<file path="config.mk">
export PLATFORM = sky130hd
export DESIGN_NAME = cubic_bisection_root_finder_unit
export DESIGN_NICKNAME = d
export VERILOG_FILES = /design/src/rtl/cbrf_pkg.sv /design/src/rtl/cubic_bisection_root_finder_unit.sv /design/src/rtl/cbrf_datapath.sv /design/src/rtl/cbrf_ctrl.sv
export VERILOG_INCLUDE_DIRS = /design/src /design/src/rtl
export SDC_FILE = /design/constraint.sdc
export NUM_CORES = 2
export LEC_CHECK = 0
export ABC_AREA = 1
export BUFFER_PORTS_ARGS = -buffer_cell sky130_fd_sc_hd__buf_2
export CORE_MARGIN = 1.5
export CORE_UTILIZATION = 60
export CTS_CLUSTER_SIZE = 20
export DETAILED_ROUTE_END_ITERATION = 8
export GPL_ROUTABILITY_DRIVEN = 1
export PLACE_DENSITY = 0.84
export REMOVE_ABC_BUFFERS = 1
export SYNTH_ARGS = -nofsm -noshare
export SYNTH_HDL_FRONTEND = slang
export SYNTH_HIERARCHICAL = 1
export SYNTH_SLANG_ARGS = --single-unit
export TNS_END_PERCENT = 100
</file>
<file path="constraint.sdc">
create_clock -name clk -period 7.1 [get_ports clk]
set_input_delay 0.71 -clock clk [delete_from_list [all_inputs] [get_ports clk]]
set_output_delay 0.71 -clock clk [all_outputs]
set_load 0.005 [all_outputs]
</file>
<file path="src/rtl/assert_macros.svh">
// ----------------------------------------------------------------------------
// assert_macros.svh
// Assertion helpers for the bisection root finder. All checks run on clk and
// are held off while rst_n is low. They compile away under SYNTHESIS.
// ----------------------------------------------------------------------------
`ifndef ASSERT_MACROS_SVH
`define ASSERT_MACROS_SVH

`ifndef SYNTHESIS

// property must hold at every clock edge out of reset
`define CBRF_ASSERT(lbl, prop, msg) \
    lbl: assert property (@(posedge clk) disable iff (!rst_n) (prop)) else $error(msg);

// when the antecedent holds, the consequent must hold in the same cycle
`define CBRF_IMPLY(lbl, ante, cons, msg) \
    lbl: assert property (@(posedge clk) disable iff (!rst_n) (ante) |-> (cons)) \
        else $error(msg);

`else

`define CBRF_ASSERT(lbl, prop, msg)
`define CBRF_IMPLY(lbl, ante, cons, msg)

`endif

`endif

</file>
<file path="src/rtl/cbrf_pkg.sv">
// ----------------------------------------------------------------------------
// cbrf_pkg
// Shared types and constants of the bisection root finder: register indexes,
// reset values, and the command and status groups between controller and
// datapath.
// ----------------------------------------------------------------------------
package cbrf_pkg;

    // widths
    localparam int WORD_W  = 32;
    localparam int ACC_W   = 128;
    localparam int IDX_W   = 3;
    localparam int TOL_W   = 31;
    localparam int CAP_W   = 8;
    localparam int DEG_W   = 2;

    // configuration register indexes
    localparam logic [IDX_W-1:0] REG_COEF0 = 3'd0;
    localparam logic [IDX_W-1:0] REG_COEF1 = 3'd1;
    localparam logic [IDX_W-1:0] REG_COEF2 = 3'd2;
    localparam logic [IDX_W-1:0] REG_COEF3 = 3'd3;
    localparam logic [IDX_W-1:0] REG_DEGREE = 3'd4;
    localparam logic [IDX_W-1:0] REG_TOL    = 3'd5;
    localparam logic [IDX_W-1:0] REG_CAP    = 3'd6;

    // reset values
    localparam logic [DEG_W-1:0] DEGREE_RST = 2'd3;
    localparam logic [TOL_W-1:0] TOL_RST    = 31'd66;
    localparam logic [CAP_W-1:0] CAP_RST    = 8'd64;

    typedef logic [3:0][WORD_W-1:0] coef_arr_t;

    // controller to datapath
    typedef struct packed {
        logic       load;        // take a new item
        logic       eval_begin;  // seed accumulator with leading coefficient
        logic       mul_issue;   // multiply one accumulator limb
        logic [1:0] limb;        // limb being multiplied
        logic       acc_step;    // fold product and next coefficient
        logic [1:0] k;           // Horner step, 1..3
        logic       eval_end;    // polynomial sign is ready
        logic       eval_lo;     // evaluation was of the lower end
        logic       set_mid;     // form the midpoint
        logic       err_calc;    // absolute error
        logic       finish;      // register the result
    } dp_cmd_t;

    // datapath to controller
    typedef struct packed {
        logic tol_met;
        logic at_cap;
    } dp_stat_t;

endpackage

</file>
<file path="src/rtl/cubic_bisection_root_finder_unit.sv">
// ----------------------------------------------------------------------------
// cubic_bisection_root_finder_unit
// Bisection search for a root of a configured polynomial of degree zero to
// three in fixed point. An item is taken when start is high and busy is low;
// the block then evaluates f(lower_bound) once and runs passes until the
// midpoint lies within tolerance of reference_root or iteration_cap passes
// are made. Each Horner step runs the 128-bit accumulator through one
// 32x32 multiplier a limb per cycle. The result is on found_root,
// passes_used and limit_reached for the single cycle that done is high,
// and the receiver cannot stall it; the outputs hold until the next
// result. Configuration writes are taken at any time but only meant
// while busy is low.
// ----------------------------------------------------------------------------
`include "assert_macros.svh"

module cubic_bisection_root_finder_unit #(
    parameter int FRACTION_BITS = 16,
    parameter int MAX_DEGREE    = 3
) (
    input  logic                               clk,
    input  logic                               rst_n,
    // configuration
    input  logic                               cfg_write,
    input  logic [cbrf_pkg::IDX_W-1:0]         cfg_index,
    input  logic [cbrf_pkg::WORD_W-1:0]        cfg_data,
    // command
    input  logic                               start,
    output logic                               busy,
    input  logic signed [cbrf_pkg::WORD_W-1:0] lower_bound,
    input  logic signed [cbrf_pkg::WORD_W-1:0] upper_bound,
    input  logic signed [cbrf_pkg::WORD_W-1:0] reference_root,
    // result
    output logic                               done,
    output logic signed [cbrf_pkg::WORD_W-1:0] found_root,
    output logic [cbrf_pkg::CAP_W-1:0]         passes_used,
    output logic                               limit_reached
);

    cbrf_pkg::coef_arr_t            coef_reg;
    logic [cbrf_pkg::DEG_W-1:0]     degree_reg;
    logic [cbrf_pkg::TOL_W-1:0]     tol_reg;
    logic [cbrf_pkg::CAP_W-1:0]     cap_reg;

    cbrf_pkg::dp_cmd_t              cmd;
    cbrf_pkg::dp_stat_t             stat;

    // configuration registers
    always_ff @(posedge clk or negedge rst_n)
    begin
        if (!rst_n)
        begin
            coef_reg   <= '0;
            degree_reg <= cbrf_pkg::DEGREE_RST;
            tol_reg    <= cbrf_pkg::TOL_RST;
            cap_reg    <= cbrf_pkg::CAP_RST;
        end
        else if (cfg_write)
        begin
            unique case (cfg_index)
                cbrf_pkg::REG_COEF0:  coef_reg[0] <= cfg_data;
                cbrf_pkg::REG_COEF1:  coef_reg[1] <= cfg_data;
                cbrf_pkg::REG_COEF2:  coef_reg[2] <= cfg_data;
                cbrf_pkg::REG_COEF3:  coef_reg[3] <= cfg_data;
                cbrf_pkg::REG_DEGREE: degree_reg  <= cfg_data[cbrf_pkg::DEG_W-1:0];
                cbrf_pkg::REG_TOL:    tol_reg     <= cfg_data[cbrf_pkg::TOL_W-1:0];
                cbrf_pkg::REG_CAP:    cap_reg     <= cfg_data[cbrf_pkg::CAP_W-1:0];
                default:              ; // unmapped index, write dropped
            endcase
        end
    end

    cbrf_ctrl #(
        .MAX_DEGREE (MAX_DEGREE)
    ) u_ctrl (
        .clk    (clk),
        .rst_n  (rst_n),
        .start  (start),
        .degree (degree_reg),
        .stat   (stat),
        .cmd    (cmd),
        .busy   (busy),
        .done   (done)
    );

    cbrf_datapath #(
        .FRACTION_BITS (FRACTION_BITS)
    ) u_datapath (
        .clk            (clk),
        .rst_n          (rst_n),
        .cmd            (cmd),
        .stat           (stat),
        .coef           (coef_reg),
        .tolerance      (tol_reg),
        .iteration_cap  (cap_reg),
        .lower_bound    (lower_bound),
        .upper_bound    (upper_bound),
        .reference_root (reference_root),
        .found_root     (found_root),
        .passes_used    (passes_used),
        .limit_reached  (limit_reached)
    );

    // checks
    `CBRF_IMPLY(a_done_idle, done, !busy, "result shown while still busy")
    `CBRF_IMPLY(a_done_pass, done, passes_used != 8'd0, "result with no pass made")
    `CBRF_ASSERT(a_done_pulse, done |=> !done, "done held longer than one cycle")
    `CBRF_ASSERT(a_start_busy, (start && !busy) |=> busy, "accepted item did not start")

endmodule

</file>
<file path="src/rtl/cbrf_datapath.sv">
// ----------------------------------------------------------------------------
// cbrf_datapath
// Interval, midpoint and error registers, plus the Horner evaluator: one
// 32x32 multiplier walks the 128-bit accumulator a limb per cycle.
// ----------------------------------------------------------------------------
module cbrf_datapath #(
    parameter int FRACTION_BITS = 16
) (
    input  logic                              clk,
    input  logic                              rst_n,
    input  cbrf_pkg::dp_cmd_t                 cmd,
    output cbrf_pkg::dp_stat_t                stat,
    input  cbrf_pkg::coef_arr_t               coef,
    input  logic [cbrf_pkg::TOL_W-1:0]        tolerance,
    input  logic [cbrf_pkg::CAP_W-1:0]        iteration_cap,
    input  logic signed [cbrf_pkg::WORD_W-1:0] lower_bound,
    input  logic signed [cbrf_pkg::WORD_W-1:0] upper_bound,
    input  logic signed [cbrf_pkg::WORD_W-1:0] reference_root,
    output logic signed [cbrf_pkg::WORD_W-1:0] found_root,
    output logic [cbrf_pkg::CAP_W-1:0]        passes_used,
    output logic                              limit_reached
);

    localparam int W = cbrf_pkg::WORD_W;
    localparam int A = cbrf_pkg::ACC_W;

    logic [W-1:0]           lo_reg, hi_reg, ref_reg, mid_reg, x_reg;
    logic [W-1:0]           mag_reg;
    logic                   neg_reg;
    logic [A-1:0]           acc_reg, sum_reg;
    logic [2*W-1:0]         prod_reg;
    logic [1:0]             prod_idx_reg;
    logic                   prod_vld_reg;
    logic                   sign_lo_reg;
    logic [W:0]             diff_reg, err_reg;
    logic [cbrf_pkg::CAP_W-1:0] passes_reg;
    logic [W-1:0]           found_reg;
    logic [cbrf_pkg::CAP_W-1:0] passes_out_reg;
    logic                   limit_reg;

    logic [W:0]             mid_sum;
    logic [W-1:0]           mid_calc;
    logic [W-1:0]           limb_sel;
    logic [A-1:0]           term;
    logic [A-1:0]           prod_shift;
    logic [W+1:0]           found_wide;
    logic [W-1:0]           found_sat;
    logic [cbrf_pkg::CAP_W-1:0] cap_eff;
    logic                   sign_f;

    // midpoint: floor of the 33-bit sum over two
    always_comb
    begin
        mid_sum  = {lo_reg[W-1], lo_reg} + {hi_reg[W-1], hi_reg};
        mid_calc = mid_sum[W:1];
    end

    // limb of the accumulator going into the multiplier
    assign limb_sel = acc_reg[{cmd.limb, 5'b0} +: W];

    // coefficient term aligned to its power of the fraction scale
    always_comb
    begin
        case (cmd.k)
            2'd1:    term = A'($signed(coef[1])) << FRACTION_BITS;
            2'd2:    term = A'($signed(coef[2])) << (2 * FRACTION_BITS);
            default: term = A'($signed(coef[3])) << (3 * FRACTION_BITS);
        endcase
    end

    // partial product placed at its limb position
    always_comb
    begin
        case (prod_idx_reg)
            2'd0:    prod_shift = A'(prod_reg);
            2'd1:    prod_shift = A'(prod_reg) << W;
            2'd2:    prod_shift = A'(prod_reg) << (2 * W);
            default: prod_shift = A'(prod_reg) << (3 * W);
        endcase
    end

    // result: reference minus error, clipped to 32 bits signed
    always_comb
    begin
        found_wide = {{2{ref_reg[W-1]}}, ref_reg} - {1'b0, err_reg};
        if (found_wide[W+1:W-1] == 3'b000 || found_wide[W+1:W-1] == 3'b111)
            found_sat = found_wide[W-1:0];
        else if (found_wide[W+1])
            found_sat = {1'b1, {(W-1){1'b0}}};
        else
            found_sat = {1'b0, {(W-1){1'b1}}};
    end

    assign cap_eff      = (iteration_cap == '0) ? 8'd1 : iteration_cap;
    assign stat.tol_met = (err_reg <= {2'b00, tolerance});
    assign stat.at_cap  = (passes_reg >= cap_eff);
    assign sign_f       = ~acc_reg[A-1];

    // multiplier stage
    always_ff @(posedge clk or negedge rst_n)
    begin
        if (!rst_n)
        begin
            prod_vld_reg <= 1'b0;
        end
        else
        begin
            prod_vld_reg <= cmd.mul_issue;
        end
    end

    always_ff @(posedge clk)
    begin
        if (cmd.mul_issue)
        begin
            prod_reg     <= (2*W)'(limb_sel) * (2*W)'(mag_reg);
            prod_idx_reg <= cmd.limb;
        end
    end

    // Horner accumulator and product sum
    always_ff @(posedge clk)
    begin
        if (cmd.eval_begin)
        begin
            acc_reg  <= A'($signed(coef[0]));
            sum_reg  <= '0;
            neg_reg  <= x_reg[W-1];
            mag_reg  <= x_reg[W-1] ? (32'd0 - x_reg) : x_reg;
            diff_reg <= {ref_reg[W-1], ref_reg} - {mid_reg[W-1], mid_reg};
        end
        else if (cmd.acc_step)
        begin
            acc_reg <= neg_reg ? (term - sum_reg) : (term + sum_reg);
            sum_reg <= '0;
        end
        else if (prod_vld_reg)
        begin
            sum_reg <= sum_reg + prod_shift;
        end
    end

    // interval, pass count and error
    always_ff @(posedge clk)
    begin
        if (cmd.load)
        begin
            lo_reg     <= lower_bound;
            hi_reg     <= upper_bound;
            ref_reg    <= reference_root;
            x_reg      <= lower_bound;
            passes_reg <= '0;
        end
        if (cmd.set_mid)
        begin
            mid_reg <= mid_calc;
            x_reg   <= mid_calc;
        end
        if (cmd.eval_end)
        begin
            if (cmd.eval_lo)
                sign_lo_reg <= sign_f;
            else
            begin
                // f(lo) keeps its sign: lo only moves to a point of equal sign
                if (sign_f != sign_lo_reg)
                    hi_reg <= mid_reg;
                else
                    lo_reg <= mid_reg;
                passes_reg <= passes_reg + 8'd1;
            end
        end
        if (cmd.err_calc)
            err_reg <= diff_reg[W] ? (33'd0 - diff_reg) : diff_reg;
        if (cmd.finish)
        begin
            found_reg      <= found_sat;
            passes_out_reg <= passes_reg;
            limit_reg      <= ~stat.tol_met;
        end
    end

    assign found_root    = found_reg;
    assign passes_used   = passes_out_reg;
    assign limit_reached = limit_reg;

endmodule

</file>
<file path="src/rtl/cbrf_ctrl.sv">
// ----------------------------------------------------------------------------
// cbrf_ctrl
// Sequencer of the root finder: one evaluation of f(lower), then passes of
// midpoint, evaluation of f(mid), error and stop test.
// ----------------------------------------------------------------------------
module cbrf_ctrl #(
    parameter int MAX_DEGREE = 3
) (
    input  logic                        clk,
    input  logic                        rst_n,
    input  logic                        start,
    input  logic [cbrf_pkg::DEG_W-1:0]  degree,
    input  cbrf_pkg::dp_stat_t          stat,
    output cbrf_pkg::dp_cmd_t           cmd,
    output logic                        busy,
    output logic                        done
);

    localparam logic [3:0] S_IDLE  = 4'd0;
    localparam logic [3:0] S_BEGIN = 4'd1;
    localparam logic [3:0] S_MUL   = 4'd2;
    localparam logic [3:0] S_DRAIN = 4'd3;
    localparam logic [3:0] S_ACC   = 4'd4;
    localparam logic [3:0] S_END   = 4'd5;
    localparam logic [3:0] S_MID   = 4'd6;
    localparam logic [3:0] S_ERR   = 4'd7;
    localparam logic [3:0] S_CHECK = 4'd8;

    logic [3:0] state_reg, state_next;
    logic [1:0] limb_reg, limb_next;
    logic [1:0] k_reg, k_next;
    logic       eval_lo_reg, eval_lo_next;
    logic       done_reg, done_next;
    logic [1:0] n_deg;

    // effective degree
    assign n_deg = (degree > 2'(MAX_DEGREE)) ? 2'(MAX_DEGREE) : degree;

    // next state and commands
    always_comb
    begin
        state_next   = state_reg;
        limb_next    = limb_reg;
        k_next       = k_reg;
        eval_lo_next = eval_lo_reg;
        done_next    = 1'b0;
        cmd          = '0;
        cmd.limb     = limb_reg;
        cmd.k        = k_reg;
        cmd.eval_lo  = eval_lo_reg;

        unique case (state_reg)
            S_IDLE:
            begin
                if (start)
                begin
                    cmd.load     = 1'b1;
                    eval_lo_next = 1'b1;
                    state_next   = S_BEGIN;
                end
            end
            S_BEGIN:
            begin
                cmd.eval_begin = 1'b1;
                k_next         = 2'd1;
                limb_next      = 2'd0;
                state_next     = (n_deg == 2'd0) ? S_END : S_MUL;
            end
            S_MUL:
            begin
                cmd.mul_issue = 1'b1;
                limb_next     = limb_reg + 2'd1;
                if (limb_reg == 2'd3)
                    state_next = S_DRAIN;
            end
            S_DRAIN:
            begin
                state_next = S_ACC;
            end
            S_ACC:
            begin
                cmd.acc_step = 1'b1;
                if (k_reg == n_deg)
                    state_next = S_END;
                else
                begin
                    k_next     = k_reg + 2'd1;
                    state_next = S_MUL;
                end
            end
            S_END:
            begin
                cmd.eval_end = 1'b1;
                state_next   = eval_lo_reg ? S_MID : S_ERR;
                eval_lo_next = 1'b0;
            end
            S_MID:
            begin
                cmd.set_mid = 1'b1;
                state_next  = S_BEGIN;
            end
            S_ERR:
            begin
                cmd.err_calc = 1'b1;
                state_next   = S_CHECK;
            end
            S_CHECK:
            begin
                if (stat.tol_met || stat.at_cap)
                begin
                    cmd.finish = 1'b1;
                    done_next  = 1'b1;
                    state_next = S_IDLE;
                end
                else
                    state_next = S_MID;
            end
            default:
            begin
                state_next = S_IDLE;
            end
        endcase
    end

    // state registers
    always_ff @(posedge clk or negedge rst_n)
    begin
        if (!rst_n)
        begin
            state_reg   <= S_IDLE;
            limb_reg    <= 2'd0;
            k_reg       <= 2'd1;
            eval_lo_reg <= 1'b0;
            done_reg    <= 1'b0;
        end
        else
        begin
            state_reg   <= state_next;
            limb_reg    <= limb_next;
            k_reg       <= k_next;
            eval_lo_reg <= eval_lo_next;
            done_reg    <= done_next;
        end
    end

    assign busy = (state_reg != S_IDLE);
    assign done = done_reg;

endmodule
</file>
==> flow_summary.toml, run 1 <==
[status]
run_status = "aborted with a tool error"
haltStage = "global routing"
stop_error = "[ERROR GRT-0232] Routing congestion too high. Check the congestion heatmap in the GUI."

[floorplanning]
die_h_um = 406.4
rows = 147
initial_core_util_pct = 60.60
die_w_um = 406.4
io_pins = 178

[clocking]
cts_hold_buffers = 0
cts.path.max_buffers = 3
cts-root-buf = "clkbuf_16"
cts_max_level = 3
cts.sinks = 811
cts-buffers-inserted = 95

[yosys]
yosys-top-cells-count = "nand2_1 (2,996), inv_1 (2,402), nor2_1 (1,924), fa_1 (900), a21oi_1 (870)"
async_flop_share_pct = 22.19
synth_area_leaders = "fa_1 (18%), edfxtp_1 (13%), nand2_1 (12%), inv_1 (9.2%), ha_1 (8.2%)"
yosys.area.top_type = "fa_1"
yosys_register_bits = 811
avgSynthCellArea_um2 = 7.156
synth.cell_area_um2 = 97640
syn_inst = 13640
synth.top_cell.area_share_pct = 18.45
yosysMostFrequentCell = "nand2_1"
synth_ff_type = "edfxtp_1"
synth_edf_count = 431
ys_types = 65
yosysSeqAreaShare_pct = 21.98
yosysWarnings = 6

[sta]
worst-ep-kind = "register data pin"
grt-worst-endpoint = "u_datapath/prod_reg[60]$_DFFE_PP_/D"

[placed_design]
post-dp-hpwl_mm = 354.3
port_buffers = 177
finalWeightedCongestion = 1.176
place_area_um2 = 106100

[global_routing]
overflow = 24
grt_max_degree = 120
track_usage_pct = 54.94
-- layer usage --
layer	overflow	global-route usage, %
met5	0	5.650
met2	11	72.11
met3	1	28.95
met4	9	35.88
met1	3	68.96
-- kinds of logic after synthesis --
group	count (synthesis)	synth area share, %
and+or+nand+nor	5927	24.63
buffers and inverters	2844	10.99
AOI/OAI and AO/OA	2098	11.91
adders and majority gates	1543	26.69
DFF	811	21.98
xor gates and xnor gates	421	3.792
-- repair_timing --
item | CTS
resized for setup | 617
pin swaps | 205
gates cloned | 9
buffers inserted | 95
setup endpoints to repair | 50
-- metrics by stage --
step / instances / worst slack, ns / setup TNS [ns]
after global placement: 16260 / -1.162 / -31.82
after floorplan: 13240 / -2.084 / -90.68
after CTS: 16540 / -0.5888 / -16.52
after detailed placement: 16260 / -1.144 / -35.13
==> run 2: changes to the inputs <==
--- a/config.mk
+++ b/config.mk
@@ -9,11 +9,10 @@
 export ABC_AREA = 1
 export BUFFER_PORTS_ARGS = -buffer_cell sky130_fd_sc_hd__buf_2
 export CORE_MARGIN = 1.5
-export CORE_UTILIZATION = 60
-export CTS_CLUSTER_SIZE = 20
+export CORE_UTILIZATION = 40
 export DETAILED_ROUTE_END_ITERATION = 8
 export GPL_ROUTABILITY_DRIVEN = 1
-export PLACE_DENSITY = 0.84
+export PLACE_DENSITY_LB_ADDON = 0.15
 export REMOVE_ABC_BUFFERS = 1
 export SYNTH_ARGS = -nofsm -noshare
 export SYNTH_HDL_FRONTEND = slang
==> constraint.sdc (replaced) <==
create_clock -name clk -period 9.23 [get_ports clk]
set_input_delay 0.923 -clock clk [delete_from_list [all_inputs] [get_ports clk]]
set_output_delay 0.923 -clock clk [all_outputs]
set_load 0.005 [all_outputs]
==> run 2 against run 1 <==
Synthesized area is the same. The flow now finishes without violations. Synthesized cell count unchanged.
==> flow_summary.toml, run 2 <==
[floorplanning]
dieArea_um2 = 247100
io_pins = 178
initial_core_util_pct = 40.18
rows = 181
die_w_um = 497.1
die_h_um = 497.1
coreArea_um2 = 243000

[cells_and_area]
fillCellCount = 25890
fin_util_pct = 43.86
final_cell_mix = "nand2_1 (2,990), inv_1 (2,390), nor2_1 (1,921)"
mostFrequentLayoutCell = "nand2_1"
drive_gt1_share_pct = 5.296
areaGrowthSynthToFinish_pct = 9.164
nNetsFinal = 15430
finalNonFillerCells = 17050

[placed_design]
port_buffers = 177
post-dp-hpwl_mm = 382.7
placed_cells = 16850
finalWeightedCongestion = 1.047

[critical_path]
cp_common_cell = "fa_1"
crit_path_max_incr_delay_ns = 0.60
cp_data_required_time_ns = 9.69
cp.buffers_inverters = 7
critical_path.top_delay_family = "adder cells"
cp.depth = 28
crit_arrival_ns = 9.66
worst_setup_path_end_kind = "flop"
startpoint_type = "flop"
cp_slowest_cell = "fa_1"
r2r_cells = 28
setup.worst_path.class = "reg -> reg"
cp_max_fo = 67

[sta]
hold_violations = 0
finalClockSkew_ns = 0.09850
rsz0062_at_grt = "false"
slew_headroom_pct = 17.37
fmax_mhz = 108.7
period_share_pct = 99.63
setup_viol = 0
min_period_ns = 9.195
worst_pin_slew_ns = 1.231
drv_slew = 0
totalNegativeSetupSlack_ns = 0

[drt]
wire_per_inst_um = 26.62
wl_met2_mm = 185.2
drt-pass1-iter-count = 9
routed_wl_mm = 453.8
wl_met1_mm = 205.8
vias = 94600
drt-initial-drc-count = 11160
via_per_inst = 5.549
drc = 0
ant_nets = 0
highest_layer = "met5"
dr_wl_met3_mm = 45.48

[global_routing]
grt_antenna_before_repair = 15
grt_pass1_vias = 90390
grt_pass1_wl_mm = 641.7
track_usage_pct = 35.99
overflow = 0
grt_max_degree = 116

[yosys]
avgSynthCellArea_um2 = 7.156
synth.top_cell.area_share_pct = 18.45
synth_edf_count = 431
async_flop_share_pct = 22.19
yosysWarnings = 6
synth_area_leaders = "fa_1 (18%), edfxtp_1 (13%), nand2_1 (12%), inv_1 (9.2%), ha_1 (8.2%)"
yosys-top-cells-count = "nand2_1 (2,996), inv_1 (2,402), nor2_1 (1,924), fa_1 (900), a21oi_1 (870)"
syn_inst = 13640
yosys_register_bits = 811
yosys.area.top_type = "fa_1"
yosysMostFrequentCell = "nand2_1"
synth.cell_area_um2 = 97640
yosysSeqAreaShare_pct = 21.98
ys_types = 65
synth_ff_type = "edfxtp_1"

[clocking]
cts.sinks = 811
cts-buffers-inserted = 100
clk_pin_slew_ns = 0.06
cts_tree = "yes"
cts-root-buf = "clkbuf_16"
cts.path.max_buffers = 3
insertion_delay_ns = 0.82
cts_hold_buffers = 0
cts_max_level = 3

[flow_run]
maxCapViolCount = 0

[status]
run_status = "completed"

[hold_path]
min_path_type = "in -> async"
[run 2: cell type report]
| type | count | area (µm²) | share of cell area (%) |
|---|---|---|---|
| Clock buffer | 133 | 2830 | 2.655 |
| Tap cell | 3202 | 4006 | 3.759 |
| Inverter | 2444 | 9241 | 8.670 |
| Timing Repair Buffer | 407 | 2734 | 2.565 |
| Multi-Input combinational cell | 9989 | 65530 | 61.48 |
| Antenna cell | 6 | 15.01 | 0.01409 |
| Clock inverter | 56 | 775.7 | 0.7278 |
| Sequential cell | 811 | 21460 | 20.13 |
[run 2: path summary, 6_finish.rpt]
| path | from | end | slack (ns) |
|---|---|---|---|
| min in group clk | reference_root[24] | u_datapath/ref_reg[24] | 0.28 |
| min | rst_n | coef_reg[102] | 0.25 |
| max in group asynchronous | rst_n | coef_reg[127] | 7.47 |
| min reg2reg | tol_reg[1] | tol_reg[1] | 0.47 |
| max reg2reg | u_ctrl/limb_reg[0] | u_datapath/prod_reg[62] | 0.03 |
| max | u_ctrl/limb_reg[0] | u_datapath/prod_reg[62] | 0.03 |
[run 2: worst register-to-register path: cells and delay by family, from the launching register on]
kind	cells	cell delay, ns
compound gates	1	0.16
buf+inv	7	1.04
xor+xnor	1	0.19
fa+ha+maj	9	4.44
simple gates	10	2.61
flops	1	0.44
[run 2: timing repair]
| action | 4_1_cts | 5_1_grt |
|---|---|---|
| setup endpoints to repair | 0 | 20 |
| setup buffers | 0 | 6 |
| gates resized for setup | 0 | 22 |
[run 2: kinds of logic after synthesis]
logic type / Yosys count / share of synthesized area (%)
adders and majority gates: 1543 / 26.69
xor gates and xnor gates: 421 / 3.792
buffers and inverters: 2844 / 10.99
and+or+nand+nor: 5927 / 24.63
AOI/OAI and AO/OA: 2098 / 11.91
DFF: 811 / 21.98
[run 2: routing by layer]
metal / GRT usage [%] / vias up
met2: 51.24 / 4515
met3: 8.070 / 585
met1: 53.19 / 46120
li1: - / 43370
met4: 12.07 / 8
met5: 0 / -
[run 2: through the flow]
stage	setup slack, ns	area (µm²)	hold slack (ns)
global placement	0.1396	102800	0.4541
global route	0.006448	106600	0.2402
finish	0.03452	106600	0.2471
floorplan	0.04572	96080	0.4367
detailed placement	0.1076	102800	0.4583
CTS	0.02603	106400	0.2154
Power of run 2 is not shown: default switching activity piles up to over one toggle a cycle in this logic, so the estimate is an artifact.
